`config.mk`:
```
export PLATFORM = sky130hd
export DESIGN_NAME = psx_adpcm_block_decoder_core
export DESIGN_NICKNAME = d
export VERILOG_FILES = /design/src/design/psxadpcm_pkg.sv /design/src/design/psxadpcm_front.sv /design/src/design/psxadpcm_queue.sv /design/src/design/psxadpcm_back.sv /design/src/design/psx_adpcm_block_decoder_core.sv
export SDC_FILE = /design/constraint.sdc
export NUM_CORES = 1
export LEC_CHECK = 0
export ABC_CLOCK_PERIOD_IN_PS = 16300
export BUFFER_PORTS_ARGS = -buffer_cell sky130_fd_sc_hd__clkbuf_2
export CORE_MARGIN = 10
export CORE_UTILIZATION = 61
export CTS_BUF_LIST = sky130_fd_sc_hd__clkbuf_16
export DETAILED_ROUTE_END_ITERATION = 12
export HOLD_SLACK_MARGIN = 0.02
export PLACE_DENSITY = 0.8
export SLEW_MARGIN = 10
export SYNTH_ARGS = -nofsm -noshare
export SYNTH_HDL_FRONTEND = slang
export SYNTH_SLANG_ARGS = --single-unit
```
`constraint.sdc`:
```
create_clock -name aclk -period 16.3 [get_ports aclk]
set_input_delay 0.815 -clock aclk [delete_from_list [all_inputs] [get_ports aclk]]
set_output_delay 0.815 -clock aclk [all_outputs]
set_load 0.02 [all_outputs]
```
`src/design/psxadpcm_pkg.sv`:
```
// Shared types, constants and coefficient tables for the SPU ADPCM block decoder.
// No dependencies; used by the front, queue, back end and top level.
package psxadpcm_pkg;

    localparam int SAMPLES_PER_BLOCK = 28;
    localparam int SAMPLE_IDX_W      = $clog2(SAMPLES_PER_BLOCK);
    localparam int DATA_LOW_W        = 64;
    localparam int DATA_HIGH_W       = 48;
    localparam int DATA_W            = DATA_LOW_W + DATA_HIGH_W;
    localparam int NIBBLE_W          = 4;
    localparam int SAMPLE_W          = 16;
    localparam int COEF_W            = 8;
    localparam int PROD_W            = SAMPLE_W + COEF_W;
    localparam int PRED_SHIFT        = 6;
    localparam int NIBBLE_POS        = 12;
    localparam int QUEUE_DEPTH       = 2;

    localparam logic [3:0] SHIFT_MAX  = 4'd12;
    localparam logic [3:0] FILTER_MAX = 4'd3;

    localparam logic signed [SAMPLE_W-1:0] PCM_MAX = 16'sh7FFF;
    localparam logic signed [SAMPLE_W-1:0] PCM_MIN = -16'sh8000;

    localparam logic [SAMPLE_IDX_W-1:0] LAST_IDX = SAMPLE_IDX_W'(SAMPLES_PER_BLOCK - 1);

    // One block that is to be decoded, as classified by the front end.
    typedef struct packed {
        logic              first;
        logic              ends;
        logic              mute;
        logic [1:0]        filter;
        logic [3:0]        shift;
        logic [DATA_W-1:0] data;
    } blk_entry_t;

    // Predictor weight applied to the previous sample.
    function automatic logic signed [COEF_W-1:0] coef_a(input logic [1:0] filt);
        logic signed [COEF_W-1:0] c;
        unique case (filt)
            2'd0: c = 8'sd0;
            2'd1: c = 8'sd60;
            2'd2: c = 8'sd115;
            2'd3: c = 8'sd98;
            default: c = 8'sd0;
        endcase
        return c;
    endfunction

    // Predictor weight applied to the sample before the previous one.
    function automatic logic signed [COEF_W-1:0] coef_b(input logic [1:0] filt);
        logic signed [COEF_W-1:0] c;
        unique case (filt)
            2'd0: c = 8'sd0;
            2'd1: c = 8'sd0;
            2'd2: c = -8'sd52;
            2'd3: c = -8'sd55;
            default: c = 8'sd0;
        endcase
        return c;
    endfunction

endpackage

```
`src/design/psxadpcm_front.sv`:
```
// Front end: accepts blocks, tracks the stopped state and classifies each block.
// Depends on psxadpcm_pkg.
module psxadpcm_front (
    input  logic                                aclk,
    input  logic                                aresetn,
    input  logic                                s_valid,
    output logic                                s_ready,
    input  logic                                s_first_block,
    input  logic                                s_final_block,
    input  logic [3:0]                          s_shift_amount,
    input  logic [3:0]                          s_filter_select,
    input  logic                                s_end_flag,
    input  logic [psxadpcm_pkg::DATA_LOW_W-1:0] s_data_low,
    input  logic [psxadpcm_pkg::DATA_HIGH_W-1:0] s_data_high,
    input  logic                                q_full,
    output logic                                q_push,
    output psxadpcm_pkg::blk_entry_t            q_entry
);

    logic stopped_reg;
    logic stopped_next;
    logic eff_stopped;
    logic accept;
    logic ends;

    assign s_ready     = !q_full;
    assign accept      = s_valid && s_ready;
    assign ends        = s_end_flag || s_final_block;
    // A first block restarts the sound even after a stop.
    assign eff_stopped = s_first_block ? 1'b0 : stopped_reg;
    assign q_push      = accept && !eff_stopped;
    assign stopped_next = eff_stopped || ends;

    always_comb begin
        q_entry.first  = s_first_block;
        q_entry.ends   = ends;
        q_entry.mute   = s_shift_amount > psxadpcm_pkg::SHIFT_MAX;
        q_entry.filter = (s_filter_select > psxadpcm_pkg::FILTER_MAX)
                         ? psxadpcm_pkg::FILTER_MAX[1:0] : s_filter_select[1:0];
        q_entry.shift  = s_shift_amount;
        q_entry.data   = {s_data_high, s_data_low};
    end

    always_ff @(posedge aclk) begin
        if (!aresetn) begin
            stopped_reg <= 1'b0;
        end else if (accept) begin
            stopped_reg <= stopped_next;
        end
    end

endmodule

```
`src/design/psxadpcm_queue.sv`:
```
// Short first-in first-out queue of classified blocks between front and back end.
// Depends on psxadpcm_pkg for the entry type.
module psxadpcm_queue #(
    parameter int DEPTH = psxadpcm_pkg::QUEUE_DEPTH
) (
    input  logic                     aclk,
    input  logic                     aresetn,
    input  logic                     push,
    input  psxadpcm_pkg::blk_entry_t push_entry,
    output logic                     full,
    input  logic                     pop,
    output logic                     empty,
    output psxadpcm_pkg::blk_entry_t head_entry
);

    localparam int PTR_W = (DEPTH > 1) ? $clog2(DEPTH) : 1;
    localparam int CNT_W = $clog2(DEPTH + 1);

    psxadpcm_pkg::blk_entry_t entries [DEPTH];
    logic [PTR_W-1:0] wr_ptr_reg;
    logic [PTR_W-1:0] rd_ptr_reg;
    logic [CNT_W-1:0] count_reg;
    logic             do_push;
    logic             do_pop;

    assign full       = count_reg == CNT_W'(DEPTH);
    assign empty      = count_reg == '0;
    assign do_push    = push && !full;
    assign do_pop     = pop && !empty;
    assign head_entry = entries[rd_ptr_reg];

    function automatic logic [PTR_W-1:0] ptr_inc(input logic [PTR_W-1:0] p);
        return (p == PTR_W'(DEPTH - 1)) ? '0 : p + 1'b1;
    endfunction

    always_ff @(posedge aclk) begin
        if (do_push) begin
            entries[wr_ptr_reg] <= push_entry;
        end
    end

    always_ff @(posedge aclk) begin
        if (!aresetn) begin
            wr_ptr_reg <= '0;
            rd_ptr_reg <= '0;
            count_reg  <= '0;
        end else begin
            if (do_push) begin
                wr_ptr_reg <= ptr_inc(wr_ptr_reg);
            end
            if (do_pop) begin
                rd_ptr_reg <= ptr_inc(rd_ptr_reg);
            end
            if (do_push && !do_pop) begin
                count_reg <= count_reg + 1'b1;
            end else if (do_pop && !do_push) begin
                count_reg <= count_reg - 1'b1;
            end
        end
    end

endmodule

```
`src/design/psxadpcm_back.sv`:
```
// Back end: decodes a queued block into 28 registered samples, one per cycle unless stalled.
// Depends on psxadpcm_pkg for the entry type, constants and predictor coefficients.
module psxadpcm_back (
    input  logic                                  aclk,
    input  logic                                  aresetn,
    input  logic                                  q_empty,
    input  psxadpcm_pkg::blk_entry_t              q_entry,
    output logic                                  q_pop,
    output logic                                  m_valid,
    input  logic                                  m_ready,
    output logic signed [psxadpcm_pkg::SAMPLE_W-1:0] m_pcm_sample,
    output logic                                  m_block_last,
    output logic                                  m_sound_end
);

    localparam int SW    = psxadpcm_pkg::SAMPLE_W;
    localparam int PW    = psxadpcm_pkg::PROD_W;
    localparam int SUM_W = PW + 2;

    logic                                   busy_reg;
    logic [psxadpcm_pkg::SAMPLE_IDX_W-1:0]  idx_reg;
    logic [psxadpcm_pkg::DATA_W-1:0]        data_reg;
    logic                                   ends_reg;
    logic                                   mute_reg;
    logic [1:0]                             filter_reg;
    logic [3:0]                             shift_reg;
    logic signed [SW-1:0]                   h1_reg;
    logic signed [SW-1:0]                   h2_reg;
    logic                                   out_valid_reg;
    logic signed [SW-1:0]                   pcm_reg;
    logic                                   last_reg;
    logic                                   end_reg;

    logic                                   step;
    logic                                   at_last;
    logic                                   load;
    logic signed [SW-1:0]                   nib_pos;
    logic signed [SW-1:0]                   scaled;
    logic signed [PW-1:0]                   prod_a;
    logic signed [PW-1:0]                   prod_b;
    logic signed [PW:0]                     pred_sum;
    logic signed [SUM_W-1:0]                total;
    logic signed [SW-1:0]                   sample;

    assign step    = busy_reg && (!out_valid_reg || m_ready);
    assign at_last = idx_reg == psxadpcm_pkg::LAST_IDX;
    assign load    = !q_empty && (!busy_reg || (step && at_last));
    assign q_pop   = load;

    assign m_valid      = out_valid_reg;
    assign m_pcm_sample = pcm_reg;
    assign m_block_last = last_reg;
    assign m_sound_end  = end_reg;

    // One sample: scaled nibble plus filtered history, saturated; zero for a muted block.
    always_comb begin
        nib_pos  = {data_reg[psxadpcm_pkg::NIBBLE_W-1:0], {psxadpcm_pkg::NIBBLE_POS{1'b0}}};
        scaled   = nib_pos >>> shift_reg;
        prod_a   = PW'(h1_reg) * PW'(psxadpcm_pkg::coef_a(filter_reg));
        prod_b   = PW'(h2_reg) * PW'(psxadpcm_pkg::coef_b(filter_reg));
        pred_sum = (PW + 1)'(prod_a) + (PW + 1)'(prod_b);
        total    = SUM_W'(scaled) + SUM_W'(pred_sum >>> psxadpcm_pkg::PRED_SHIFT);
        if (mute_reg) begin
            sample = '0;
        end else if (total > SUM_W'(psxadpcm_pkg::PCM_MAX)) begin
            sample = psxadpcm_pkg::PCM_MAX;
        end else if (total < SUM_W'(psxadpcm_pkg::PCM_MIN)) begin
            sample = psxadpcm_pkg::PCM_MIN;
        end else begin
            sample = total[SW-1:0];
        end
    end

    // Payload registers: block parameters, data shifter, history and output sample.
    always_ff @(posedge aclk) begin
        if (step) begin
            data_reg <= data_reg >> psxadpcm_pkg::NIBBLE_W;
            h2_reg   <= h1_reg;
            h1_reg   <= sample;
            pcm_reg  <= sample;
            last_reg <= at_last;
            end_reg  <= at_last && ends_reg;
        end
        if (load) begin
            data_reg   <= q_entry.data;
            ends_reg   <= q_entry.ends;
            mute_reg   <= q_entry.mute;
            filter_reg <= q_entry.filter;
            shift_reg  <= q_entry.shift;
            if (q_entry.first) begin
                h1_reg <= '0;
                h2_reg <= '0;
            end
        end
        if (!aresetn) begin
            h1_reg <= '0;
            h2_reg <= '0;
        end
    end

    // Control registers.
    always_ff @(posedge aclk) begin
        if (!aresetn) begin
            busy_reg      <= 1'b0;
            idx_reg       <= '0;
            out_valid_reg <= 1'b0;
        end else begin
            if (step) begin
                out_valid_reg <= 1'b1;
                idx_reg       <= idx_reg + 1'b1;
            end else if (m_ready) begin
                out_valid_reg <= 1'b0;
            end
            if (load) begin
                busy_reg <= 1'b1;
                idx_reg  <= '0;
            end else if (step && at_last) begin
                busy_reg <= 1'b0;
            end
        end
    end

    assert property (@(posedge aclk) disable iff (!aresetn)
        m_valid && m_sound_end |-> m_block_last)
        else $error("sound end flagged on a sample that does not close its block");

    assert property (@(posedge aclk) disable iff (!aresetn)
        step && mute_reg |=> pcm_reg == '0)
        else $error("muted block produced a nonzero sample");

    assert property (@(posedge aclk) disable iff (!aresetn)
        load |-> !busy_reg || (step && at_last))
        else $error("new block loaded while the current one is unfinished");

    assert property (@(posedge aclk) disable iff (!aresetn)
        step && at_last && !load |=> !busy_reg)
        else $error("decoder still busy after the last sample of a block");

endmodule

```
`src/design/psx_adpcm_block_decoder_core.sv`:
```
// Top level of the SPU ADPCM block decoder: front end, block queue and back end.
// Depends on psxadpcm_pkg, psxadpcm_front, psxadpcm_queue and psxadpcm_back.
//
// Usage: each input item on the s_ channel is one 16-byte SPU ADPCM block, split
// into its header nibbles, the end flag, the 14 data bytes and two stream markers
// (first_block, final_block). Each decoded block yields 28 result items on the
// m_ channel, one signed 16-bit sample each, low nibble of each byte first.
// m_block_last marks the 28th sample; m_sound_end marks the last sample of a sound.
// After a sound ends, further blocks are accepted and dropped without any result
// until a block with first_block set restarts the sound with cleared history.
// When the back end is idle, a block goes through the queue and the back end's
// block and output registers before its first sample appears. The back end gives
// one sample per cycle while the receiver takes them, set by the history feedback
// through predictor and saturation datapath. The queue holds QUEUE_DEPTH classified
// blocks, so the front accepts blocks while the back end decodes or the
// receiver stalls. While a sample waits and m_ready is low, the output register
// holds it and decoding pauses. Reset (aresetn low, synchronous) empties the
// queue, clears the history and stopped state, and drops any sample in flight.
module psx_adpcm_block_decoder_core #(
    parameter int QUEUE_DEPTH = psxadpcm_pkg::QUEUE_DEPTH
) (
    input  logic                                     aclk,
    input  logic                                     aresetn,
    input  logic                                     s_valid,
    output logic                                     s_ready,
    input  logic                                     s_first_block,
    input  logic                                     s_final_block,
    input  logic [3:0]                               s_shift_amount,
    input  logic [3:0]                               s_filter_select,
    input  logic                                     s_end_flag,
    input  logic [psxadpcm_pkg::DATA_LOW_W-1:0]      s_data_low,
    input  logic [psxadpcm_pkg::DATA_HIGH_W-1:0]     s_data_high,
    output logic                                     m_valid,
    input  logic                                     m_ready,
    output logic signed [psxadpcm_pkg::SAMPLE_W-1:0] m_pcm_sample,
    output logic                                     m_block_last,
    output logic                                     m_sound_end
);

    // Classified blocks travel from the front end to the queue and on to the back end.
    psxadpcm_pkg::blk_entry_t push_entry;
    psxadpcm_pkg::blk_entry_t head_entry;
    logic                     q_push;
    logic                     q_full;
    logic                     q_pop;
    logic                     q_empty;

    // The front end drops blocks that arrive after a sound has ended.
    psxadpcm_front u_front (
        .aclk            (aclk),
        .aresetn         (aresetn),
        .s_valid         (s_valid),
        .s_ready         (s_ready),
        .s_first_block   (s_first_block),
        .s_final_block   (s_final_block),
        .s_shift_amount  (s_shift_amount),
        .s_filter_select (s_filter_select),
        .s_end_flag      (s_end_flag),
        .s_data_low      (s_data_low),
        .s_data_high     (s_data_high),
        .q_full          (q_full),
        .q_push          (q_push),
        .q_entry         (push_entry)
    );

    psxadpcm_queue #(
        .DEPTH (QUEUE_DEPTH)
    ) u_queue (
        .aclk       (aclk),
        .aresetn    (aresetn),
        .push       (q_push),
        .push_entry (push_entry),
        .full       (q_full),
        .pop        (q_pop),
        .empty      (q_empty),
        .head_entry (head_entry)
    );

    // The back end owns the sample history and the output register.
    psxadpcm_back u_back (
        .aclk         (aclk),
        .aresetn      (aresetn),
        .q_empty      (q_empty),
        .q_entry      (head_entry),
        .q_pop        (q_pop),
        .m_valid      (m_valid),
        .m_ready      (m_ready),
        .m_pcm_sample (m_pcm_sample),
        .m_block_last (m_block_last),
        .m_sound_end  (m_sound_end)
    );

endmodule

```
==> metrics.csv, run 1 <==
metric;value;unit
port_buffers;146;
grtUsageMet2;36.92;%
yosysSeqAreaShare;50.66;%
ys_ff_latch;425;
fin_crit;9.299;ns
busiest_layer;met2;
finalMaxSlewViolations;0;
tightest_slew;1.178;ns
rows;73;
syn_inst;1965;
hp-class;input pin to flip-flop;
grt_use_met3;3.263;%
dr.pass1.iters;7;
drt-initial-drc-count;1126;
tns;0;ns
first_global_vias;15730;
viasPerCell;5.601;
cpMaxStageDelayCell;ha_1;
fin_skew;0.04582;ns
grt_antenna_before_repair;1;
drc;0;
hold_viol;0;
relSlewSlack;21.50;%
status;completed;
fin_cells;2656;
yosys_warnings;0;
endpoint_kind;flip-flop;
timing.final.crit_share;57.05;%
setup_violations;0;
grt_remaining_overflow;0;
wl;50.13;mm
fmax;0.1075;GHz
cts.htree.levels;2;
hold_buffers;0;
grt_max_degree;130;
drv_cap;0;
die_height;219.6;um
cp_max_fo;40;
area_growth;10.78;%
die-area;0.04823;mm2
cts_buffers;43;
rsz0062_at_grt;no;
cts_sinks;425;
drive_gt1_share;11.97;%
dp_cells;2577;
slowest_delay;0.97;ns
arrival;9.59;ns
clock_path_buffers;3;
path_clk_slew;0.07;ns
syn_avg_cell_area;12.37;um2
diodes;0;
cts_setup_buffers;0;
path_class;flip-flop to flip-flop;
yosys_most_used_dff;edfxtp_1;
synth_area;0.02430;mm2
hpwl;36.54;mm
largest_reg_flops;242;
core;0.03955;mm2
fp.dieW;219.6;um
start_util;61.45;%
ys_types;60;
ctsResizeCount;0;
postRouteAntennaNets;0;
crit_path_start_kind;flip-flop;
cts_tree;done;
io_pins;147;
vias;14880;
layout.nets;2531;
gp_congestion;0.9359;
holdWs;0.4170;ns
wire_per_inst;18.88;um
synth-edff-count;380;
grt_pass1_wl;81.21;mm
grt_use_total;21.23;%
mappedNetlistNets;2399;
clockRootBuffer;clkbuf_16;
required;16.59;ns
met1_usage;26.90;%
insertion_delay;0.58;ns
synthArstFlopShare;0;%
utilization;68.08;%
routing by layer:
metal | wire length (um) | vias up
met2 | 26110 | 438
met1 | 20290 | 7404
met3 | 2407 | 91
met4 | 1329 | 0
li1 | - | 6942
met5 | 0 | -
cell usage in the layout, fill, tap and decap left out, drive strengths merged, types with 7 or more instances in the layout:
cell | Yosys | final
ha | 129 | 129
o21a | 11 | 11
mux2i | 120 | 120
nor3 | 9 | 9
a21o | 8 | 8
dfxtp | 45 | 45
buf | 9 | 12
edfxtp | 380 | 380
o21ai | 152 | 152
inv | 266 | 276
clkinv | 0 | 21
a211oi | 17 | 17
nand2b | 10 | 10
and2 | 108 | 108
fa | 178 | 178
clkbuf | 62 | 189
nand2 | 201 | 201
a21oi | 50 | 50
xnor2 | 30 | 30
nor2b | 17 | 17
xor2 | 18 | 18
nor2 | 61 | 61
mux2 | 10 | 10
nand4 | 7 | 7
final timing paths:
check | startpoint | endpoint | slack (ns) | cells past startpoint
setup / recovery | u_back.filter_reg[1]$_DFFE_PP_ | u_back.m_pcm_sample[8]$_DFFE_PP_ | 7.00 | 30
hold / removal | s_data_high[40] | u_queue.entries[1][104]$_DFFE_PP_ | 0.42 | 1
setup reg to reg | u_back.filter_reg[1]$_DFFE_PP_ | u_back.m_pcm_sample[8]$_DFFE_PP_ | 7.00 | 30
hold reg to reg | u_back.busy_reg$_SDFFE_PN0P_ | u_back.m_valid$_SDFFE_PN0P_ | 0.48 | 2
synth_stat cells (all sizes together) (10+ instances only):
master	n	area [um2]
edfxtp	380	11410
inv	266	998.5
nand2	201	754.5
fa	178	3563
o21ai	152	760.7
ha	129	1614
mux2i	120	1201
and2	108	678.2
clkbuf	62	232.7
nor2	61	229.0
a21oi	50	250.2
dfxtp	45	900.9
xnor2	30	262.8
xor2	18	157.7
a211oi	17	160.2
nor2b	17	106.4
o21a	11	82.58
mux2	10	112.6
nand2b	10	62.56
cells by family after synthesis:
logic type,share of synthesized area (%)
XOR/XNOR,1.730
flip-flops,50.66
adder cells (fa/ha/maj),21.30
AO/OA/AOI/OAI,7.038
AND/OR/NAND/NOR,8.567
multiplexers,5.406
buffers and inverters,5.298
area by class of cell:
type	count	area, um2
Fill cell	2741	12630
Sequential cell	425	12320
Multi-Input combinational cell	1203	10730
Clock buffer	43	1076
Inverter	266	998.5
Timing Repair Buffer	158	820.8
Tap cell	525	656.9
Clock inverter	36	322.8
stage by stage:
step	setup slack [ns]	cell area, um2
6_report	7.001	26920
5_1_grt	6.460	26920
4_1_cts	7.143	26920
3_5_place_dp	7.212	25520
3_3_place_gp	7.413	25520
2_1_floorplan	7.735	24300
critical path, delay by kind of cell, from the launching register on:
| family | cells | cell delay (ns) |
|---|---|---|
| and+or+nand+nor | 4 | 0.94 |
| xor gates and xnor gates | 1 | 0.30 |
| adders and majority gates | 9 | 4.47 |
| DFF | 1 | 0.33 |
| AOI/OAI and AO/OA | 10 | 2.36 |
| buffers and inverters | 6 | 0.63 |
Power of run 1 is not shown: default switching activity piles up to over one toggle a cycle in this logic, so the estimate is an artifact.
==> run 2: changes to the inputs <==
Settings changed: ABC_AREA set to 1, ABC_CLOCK_PERIOD_IN_PS 16300 to 9650.
Clock period 16.3 ns to 9.65 ns, I/O delays scaled along.
==> run 2 against run 1 <==
Count of clock-buffer cells in the layout shrank 1; fmax grew 8.4%; via count is 12% higher; sequential cell count unchanged; die area increased by 2.3%; register-to-register slack got worse by 5.9 ns; critical endpoint is now u_back.m_pcm_sample[0]$_DFFE_PP_; largest cell class unchanged.
==> metrics.csv, run 2 <==
metric;value;unit
status;completed;
cts.htree.levels;2;
synth_area_leader_cell;edfxtp_1;
core;0.04010;mm2
grt_use_met3;3.915;%
dpl_cell_area;0.02600;mm2
tns;0;ns
grt_antenna_before_repair;4;
drive_gt1_share;12.01;%
cpMostUsedCell;inv_1;
postRouteAntennaNets;0;
finish.instance_area;0.02732;mm2
cp_max_fo;15;
path_clk_slew;0.06;ns
utilization;68.14;%
yosysSeqAreaShare;49.39;%
endpoint_kind;flip-flop;
required;9.97;ns
first_global_vias;17300;
vias;16730;
start_util;62.16;%
yosys-top-cells-count;nand2_1, inv_1, edfxtp_1, nor2_1, fa_1;
yosysTopAreaCellShare;45.78;%
cts_sinks;425;
place_ws;1.163;ns
grt_max_degree;130;
final_cell_mix;nand2_1, inv_1, edfxtp_1, nor2_1, fa_1;
gp_congestion;0.9434;
yosys_most_used_dff;edfxtp_1;
wl;54.53;mm
io_pins;147;
hp-class;input pin to flip-flop;
grt_remaining_overflow;0;
finalMaxSlewViolations;0;
insertion_delay;0.58;ns
fin_crit;8.577;ns
fmax;0.1166;GHz
clockRootBuffer;clkbuf_16;
cpMaxStageDelayCell;ha_1;
fp.dieW;222.1;um
drt-initial-drc-count;1382;
relSlewSlack;35.15;%
mappedNetlistNets;2812;
rows;73;
die_height;222.1;um
layout_commonest_cell;nand2_1;
ys_types;48;
met1_usage;26.94;%
die-area;0.04935;mm2
synth_area_leaders;edfxtp_1, fa_1, nand2_1;
yosys_warnings;0;
area_growth;9.607;%
syn_inst;2378;
tightest_slew;0.9728;ns
grtUsageMet2;38.03;%
ctsResizeCount;0;
slowest_delay;0.67;ns
yosysMostFrequentCell;nand2_1;
crit_cells;37;
cts_tree;done;
crit_path_start_kind;flip-flop;
clock_path_buffers;3;
cts_buffers;42;
syn_avg_cell_area;10.48;um2
crit-reg2reg-launch;u_back.filter_reg[0]$_DFFE_PP_;
hold_viol;0;
synthArstFlopShare;0;%
grt_use_total;22.08;%
setup_violations;0;
ff2ff_path_depth;37;
arrival;8.89;ns
dr.pass1.iters;7;
hold_start;s_data_high[10];
drc;0;
ys_ff_latch;425;
grt_pass1_wl;88.14;mm
cp_top_family;adder cells;
crit_start;u_back.filter_reg[0]$_DFFE_PP_;
whs_path_depth;1;
fin_skew;0.01790;ns
hold_buffers;0;
cts_setup_buffers;0;
largest_reg_flops;242;
path_class;flip-flop to flip-flop;
synth_area;0.02493;mm2
fillerInstances;2895;
port_buffers;146;
timing.final.crit_share;88.88;%
wire_per_inst;17.83;um
hpwl;40.05;mm
viasPerCell;5.472;
drv_cap;0;
rsz0062_at_grt;no;
synth-edff-count;380;
layout.nets;2933;
layout_setup_ws;1.073;ns
busiest_layer;met2;
path_buf_inv;7;
-- run 2: worst register-to-register path, delay by kind of cell (launching register included) --
| kind | cells | cell delay [ns] |
|---|---|---|
| DFF | 1 | 0.50 |
| buffers and inverters | 7 | 0.65 |
| and+or+nand+nor | 14 | 1.50 |
| AOI/OAI and AO/OA | 6 | 1.03 |
| xor gates and xnor gates | 1 | 0.16 |
| adders and majority gates | 9 | 4.48 |
-- run 2: through the flow --
stage	std cells	hold slack (ns)
floorplan	2378	0.4250
global placement	2980	0.4310
CTS	3057	0.07362
finish	3058	0.09600
detailed placement	2980	0.4680
global route	3058	0.08449
-- run 2: metal layers --
layer | routed length (um) | share of wire, % | up-vias
met3 | 3375 | 6.2 | 144
met4 | 2002 | 3.7 | 6
met1 | 21710 | 40 | 8084
met2 | 27400 | 50 | 586
met5 | 41 | 0.075 | -
li1 | - | - | 7914
-- run 2: area by class of cell --
type	instances	area (um2)	area share, %
diodes	1	2.502	0.009159
multi-input cells	1429	10540	38.59
well taps	525	656.9	2.404
repair buffers	157	813.3	2.977
flip-flops and latches	425	12320	45.08
clock buffers	42	1051	3.847
inverters	444	1673	6.123
clock inverters	35	266.5	0.9755
-- run 2: logic make-up (layout without fill, tap and decap cells) --
logic type / after synthesis / in the layout / share of synthesized area [%]
simple gates: 797 / 797 / 13.13
buf+inv: 524 / 678 / 8.403
compound gates: 279 / 279 / 6.681
fa+ha+maj: 307 / 307 / 20.77
other cells: 0 / 1 / 0
xor+xnor: 45 / 45 / 1.581
flops: 425 / 425 / 49.39
mux: 1 / 1 / 0.04016
-- run 2: final timing paths --
path,end,slack [ns]
worst max-delay path,u_back.m_pcm_sample[0]$_DFFE_PP_,1.07
worst min-delay path,u_queue.entries[1][74]$_DFFE_PP_,0.1
worst max register to register,u_back.m_pcm_sample[0]$_DFFE_PP_,1.07
worst min register to register,flip-flop,0.48
Power of run 2 is left out for the same reason.
